### src/rtl/pmfb_ram.sv
// Generic single-write, single-read RAM with a registered read port.
// No dependencies.
module pmfb_ram #(
  parameter int unsigned WIDTH = 32,
  parameter int unsigned DEPTH = 32,
  localparam int unsigned AW = (DEPTH > 1) ? $clog2(DEPTH) : 1
) (
  input  logic             clk_i,
  input  logic             we_i,
  input  logic [AW-1:0]    waddr_i,
  input  logic [WIDTH-1:0] wdata_i,
  input  logic [AW-1:0]    raddr_i,
  output logic [WIDTH-1:0] rdata_o
);

  logic [WIDTH-1:0] mem_q [DEPTH];
  logic [WIDTH-1:0] rdata_q;

  // Write port and registered read port.
  always_ff @(posedge clk_i) begin
    if (we_i) begin
      mem_q[waddr_i] <= wdata_i;
    end
    rdata_q <= mem_q[raddr_i];
  end

  assign rdata_o = rdata_q;

endmodule

### config.mk
export PLATFORM = sky130hd
export DESIGN_NAME = pmfb_ram
export DESIGN_NICKNAME = d
export VERILOG_FILES = /design/src/rtl/pmfb_ram.sv
export SDC_FILE = /design/constraint.sdc
export NUM_CORES = 1
export LEC_CHECK = 0
export ABC_CLOCK_PERIOD_IN_PS = 6100
export CAP_MARGIN = 15
export CORE_ASPECT_RATIO = 1.2
export CORE_MARGIN = 2
export CORE_UTILIZATION = 40
export CTS_BUF_LIST = sky130_fd_sc_hd__clkbuf_4 sky130_fd_sc_hd__clkbuf_8
export DETAILED_ROUTE_END_ITERATION = 8
export DONT_BUFFER_PORTS = 1
export PLACE_DENSITY_LB_ADDON = 0.1
export SYNTH_ARGS = -nofsm -noshare
export SYNTH_HDL_FRONTEND = slang
export SYNTH_SLANG_ARGS = --single-unit
### constraint.sdc
create_clock -name clk_i -period 6.1 [get_ports clk_i]
set_clock_uncertainty 0.05 [all_clocks]
set_input_delay 0.61 -clock clk_i [delete_from_list [all_inputs] [get_ports clk_i]]
set_output_delay 0.61 -clock clk_i [all_outputs]
set_load 0.1 [all_outputs]
==> impl_metrics.toml, run 1 <==
[run_status]
status = "finished with violations"
violations = "slew limit"

[final_layout]
layout.nets = 2459
final_common_cell = "edfxtp_1"
layout-drive-gt1-share = 0.1534
layout_common_cells = "1024 x edfxtp_1, 512 x mux2i_1, 185 x clkbuf_8"
area_growth_pct = 14.40

[critical_path]
endpoint_kind = "flip-flop"
critPathLaunch = "raddr_i[0]"
r2r_end = "rdata_o[10]"
setup.worst_path.start_class = "input pin"
critPathRequiredTime_ns = 6.77
cp.buffers_inverters = 0
critical_path.max_stage_delay_ns = 1.23
r2r-start = "mem_q[7][10]"
worstSetupPathDepth = 4
crit_type = "in2reg"
rrSetupSlack_ns = 4.32
cp_slowest_cell = "mux2i_1"
crit_fanout = 512
crit_chain = "mux2i_1 -> a22oi_1 -> a31oi_1 -> nand3_1"
r2r_cells = 5
cp.arrival_ns = 3.77
endpoint = "rdata_o[25]"
cp_top_family = "multiplexers"

[global_routing]
grt_pass1_vias = 21920
grt_max_degree = 513
track_usage = 0.2158
grt_overflow_total = 0
antenna_found_initial = 3
grt_pass1_wl_mm = 159.5

[sta]
fin_hold_ws_ns = 0.2739
fmax_mhz = 323.0
tightestPinTransition_ns = 2.589
final_hold_viol_count = 0
slew_headroom = -0.7259
fin_crit_sh = 0.5076
rsz0062_at_grt = "false"
fin_crit_ns = 3.096
setup_viol = 0
setup-tns-final_ns = 0
slew_violations = 349

[cts]
cts_resized = 0
ctsHoldBuffers = 60
insertion_delay_ns = 0.87
clock-sinks = 1056
cts_root_buf = "clkbuf_8"
cts_tree = "done"
cts-htree-levels = 4
post-cts-setup-buffer-count = 0
clkTransAtPathRegs_ns = 0.07
clockBufferDepth = 3
numCtsBuffers = 168

[synth]
yosysWarnings = 0
synth_seq_area_share = 0.7754
syn_avg_cell_area_um2 = 17.91
mappedNetlistNets = 2304
ys_ff_latch = 1056
synthCells = 2260
synth_area_um2 = 40490
synth.distinct_cells = 25

[drt]
routedWlPerCell_um = 29.00
via_per_inst = 5.520
dr_total_vias = 21160
antenna_left = 0
wl_mm = 111.2
drt-initial-drc-count = 1690
drt_pre_antenna_iters = 7
drc = 0

[power]
vdd_ir_drop_max_v = 0.0002021
power_mw = 15.04
leakagePower_nw = 16.04
cellPowerDensity_nw_per_um2 = 324.7

[run]
cap_viol_max_count = 0

[hold_path]
hp-class = "in2reg"

[place]
io_buffer_count = 0
gp_congestion = 0.8467
dp_hpwl_mm = 60.95

[floorplan]
die_area_um2 = 103800
ios = 76
start_util = 0.4044
die_h_um = 352.5
num_rows = 127
die_x_um = 294.4
core_um2 = 100100
## kinds of logic after synthesis
kind of cell / after synthesis / synth area share
DFF: 1056 / 0.7753
buffers and inverters: 127 / 0.01860
and+or+nand+nor: 277 / 0.03100
AOI/OAI and AO/OA: 288 / 0.04846
muxes: 512 / 0.1266
## layout make-up
| class | instances | area (µm²) |
|---|---|---|
| diodes | 2 | 5.005 |
| clock inverters | 52 | 325.3 |
| fillers | 8597 | 53790 |
| repair buffers | 112 | 1376 |
| multi-input cells | 1077 | 8610 |
| clock buffers | 245 | 2997 |
| well taps | 1290 | 1614 |
| flip-flops and latches | 1056 | 31390 |
## flip-flops by register name, summed over array words and instances, names as in the netlist
register  count
rdata_o      32
mem_q      1024
## synthesized netlist by cell type, drive strengths merged
| cell type | instances | share of area |
|---|---|---|
| or3b | 3 | 0.00065 |
| nand3b | 5 | 0.00093 |
| edfxtp | 1024 | 0.76 |
| a22o | 64 | 0.014 |
| clkbuf | 48 | 0.0046 |
| and2 | 1 | 0.00015 |
| nand2b | 2 | 0.00031 |
| and2b | 1 | 0.00019 |
| or3 | 1 | 0.00015 |
| a31oi | 32 | 0.0049 |
| a22oi | 96 | 0.018 |
| nor2b | 1 | 0.00015 |
| nand3 | 98 | 0.012 |
| or2 | 1 | 0.00015 |
| dfxtp | 32 | 0.016 |
| a21oi | 96 | 0.012 |
| nor2 | 34 | 0.0032 |
| nand2 | 98 | 0.0091 |
| nor3 | 32 | 0.0040 |
| mux2i | 512 | 0.13 |
| buf | 79 | 0.014 |
## worst min path at each step
stage                  start            end  slack, ns  cells after the start
2_1_floorplan  mem_q[16][10]    rdata_o[10]       0.50                      4
3_3_place_gp   mem_q[10][12]    rdata_o[12]       0.53                      4
3_5_place_dp   mem_q[10][15]    rdata_o[15]       0.54                      4
4_1_cts           raddr_i[0]    rdata_o[11]       0.14                      4
5_1_grt           waddr_i[3]  mem_q[28][31]       0.24                      2
6_report          waddr_i[3]  mem_q[28][31]       0.27                      2
## through the flow
step | instance area, µm² | util | setup slack [ns] | std cells
after floorplan | 40490 | - | 3.006 | 2260
after global routing | 46320 | 0.4627 | 3.422 | 3834
after detailed placement | 42040 | 0.4200 | 2.899 | 3472
final | 46320 | 0.4627 | 3.004 | 3834
after CTS | 46250 | 0.4620 | 3.347 | 3829
after global placement | 41980 | 0.4194 | 2.885 | 3469
## routing by layer
layer  global-route usage  vias up  wire length [µm]
met4              0.07163        2              3005
met3              0.04033      185              5023
met1               0.2785    11130             46490
met2               0.3657      536             56630
met5                    0        -                16
li1                     -     9308                 -
## power breakdown
| group | total (mW) | switching (mW) | leakage (nW) | internal [mW] |
|---|---|---|---|---|
| combinational | 0.758 | 0.471 | 4.78 | 0.287 |
| clock | 5.98 | 2.72 | 1.76 | 3.26 |
| sequential | 8.30 | 0.231 | 9.49 | 8.07 |
Note: power is estimated with default switching activity, not from simulation.
==> inputs of run 2 (changes only) <==
Settings changed: ABC_AREA set to 1, ABC_CLOCK_PERIOD_IN_PS 6100 to 2690.
Clock period 6.1 ns to 2.69 ns, I/O delays scaled along.
==> impl_metrics.toml, run 2 <==
[run_status]
status = "finished, final reports clean"

[sta]
slew_headroom = 0.2060
fin_crit_sh = 0.9908
fmax_mhz = 375.2
setup_viol = 0
tightestPinTransition_ns = 1.187
slew_violations = 0
fin_crit_ns = 2.665
final_hold_viol_count = 0

[floorplan]
num_rows = 130
ios = 76
die_x_um = 301.2
die_area_um2 = 108600
core_um2 = 104900
start_util = 0.4042
die_h_um = 360.7

[critical_path]
cpMostUsedCell = "nand2_1"
r2r_cells = 11
critPathRequiredTime_ns = 3.45
crit_chain = "dlygate4sd3_1 -> bufinv_16 -> buf_4 -> nand3_1 -> nand2_1 -> nand2_1 -> dlygate4sd3_1 -> nand2_1 -> dlygate4sd3_1 -> nand2_1 -> nand2_1"
crit_type = "in2reg"
endpoint_kind = "flip-flop"
setup.worst_path.start_class = "input pin"
crit_fanout = 37
cp_slowest_cell = "dlygate4sd3_1"
critical_path.max_stage_delay_ns = 0.73
cp.arrival_ns = 3.42

[synth]
mappedNetlistNets = 3580
synth.distinct_cells = 14
synth_top_area_frac = 0.7251
synth_async_sr_flop_share = 0
ys.flop_type = "edfxtp_1"
synthTopCellsByCount = "1440 x nand2_1, 1024 x edfxtp_1, 780 x nand3_1"
synth_area_um2 = 42410
ys_ff_latch = 1056
yosysWarnings = 0
synthCells = 3536
synth_top_cells_by_area = "edfxtp_1 73%, nand2_1 13%, nand3_1 9.2%"
synth_seq_area_share = 0.7402
yosysMostFrequentCell = "nand2_1"
yosysTopAreaCell = "edfxtp_1"
syn_avg_cell_area_um2 = 11.99
synth-edff-count = 1024

[global_routing]
antenna_found_initial = 4
track_usage = 0.2540
grt_pass1_vias = 28660
grt_max_degree = 356
grt_pass1_wl_mm = 198.6
grt_overflow_total = 0

[power]
leakagePower_nw = 18.12
cellPowerDensity_nw_per_um2 = 700.0
power_mw = 34.89
vdd_ir_drop_max_v = 0.0004884

[cts]
clock-sinks = 1056
cts_root_buf = "clkbuf_8"
cts-htree-levels = 4
clkTransAtPathRegs_ns = 0.06
cts_tree = "done"
insertion_delay_ns = 0.87
clockBufferDepth = 3
numCtsBuffers = 171
post-cts-setup-buffer-count = 0

[hold_path]
whs_path_depth = 5
hp-class = "in2reg"

[drt]
routedWlPerCell_um = 25.60
drt-met1-wl_mm = 56.88
route.met3.wl_mm = 8.130
dr_total_vias = 28550
met2_length_mm = 66.87
drt_pre_antenna_iters = 8
antenna_left = 0
drc = 0
drt-initial-drc-count = 2582
wl_mm = 136.4
via_per_inst = 5.359
highest_layer = "met5"

[final_layout]
area_growth_pct = 17.52
layout_common_cells = "1439 x nand2_1, 1024 x edfxtp_1, 780 x nand3_1"
largest_register_ffs = 1024
final_common_cell = "nand2_1"
largest-register = "mem_q"
layout.nets = 3849
layout-drive-gt1-share = 0.1097
layout.cells.non_filler = 5327

[place]
post-place-cells = 4801
io_buffer_count = 0
dp_hpwl_mm = 61.61
gp_congestion = 0.7694

[run]
cap_viol_max_count = 0
-- run 2: power breakdown --
part,internal [mW],switching (mW)
logic,0.809,1.67
registers,18.3,0.372
clock network,7.39,6.35
-- run 2: final timing paths --
| check | from | endpoint | slack [ns] |
|---|---|---|---|
| worst min-delay path | raddr_i[3] | rdata_o[17] | 0.07 |
| worst min register to register | mem_q[2][17] | rdata_o[17] | 0.72 |
| worst max-delay path | raddr_i[2] | rdata_o[29] | 0.02 |
| worst max register to register | mem_q[3][30] | rdata_o[30] | 0.32 |
-- run 2: cell families (layout without fill, tap and decap cells) --
logic type | after synthesis | in the layout | share of synthesized area
flip-flops | 1056 | 1056 | 0.7402
other | 0 | 2 | 0
buffers and inverters | 228 | 631 | 0.03741
AND/OR/NAND/NOR | 2252 | 2252 | 0.2224
-- run 2: what timing repair did --
action                     in CTS  in global routing
resized for setup               0                  8
setup endpoints to repair       0                 21
hold buffers                  249                  1
hold endpoints to repair     1062                  2
-- run 2: layer usage --
layer | GRT usage | vias up
met5 | 0 | -
met4 | 0.09297 | 4
met3 | 0.03973 | 224
met2 | 0.4258 | 1022
met1 | 0.3327 | 14390
li1 | - | 12910
-- run 2: critical path, delay by kind of cell --
family,cells,cell delay (ns)
buffers and inverters,5,2.60
AND/OR/NAND/NOR,6,0.51
-- run 2: cell type report --
| class | count | area (µm²) |
|---|---|---|
| diodes | 2 | 5.005 |
| clock buffers | 255 | 3084 |
| clock inverters | 52 | 272.8 |
| fillers | 9408 | 55080 |
| inverters | 10 | 98.84 |
| multi-input cells | 2252 | 9672 |
| flip-flops and latches | 1056 | 31390 |
| well taps | 1386 | 1734 |
| repair buffers | 314 | 3580 |
-- run 2: stage by stage --
step / worst slack (ns) / hold slack, ns / cell area [µm²] / TNS (ns) / util
after global placement: 0.6878 / 0.3199 / 44030 / 0 / 0.4197
after detailed placement: 0.5500 / 0.3201 / 44030 / 0 / 0.4197
final: 0.02465 / 0.06716 / 49840 / 0 / 0.4750
after floorplan: 0.2945 / 0.3179 / 42410 / 0 / -
after global routing: -0.001857 / 0.05373 / 49840 / -0.001857 / 0.4750
after CTS: 0.01450 / 0.0002304 / 50070 / 0 / 0.4773
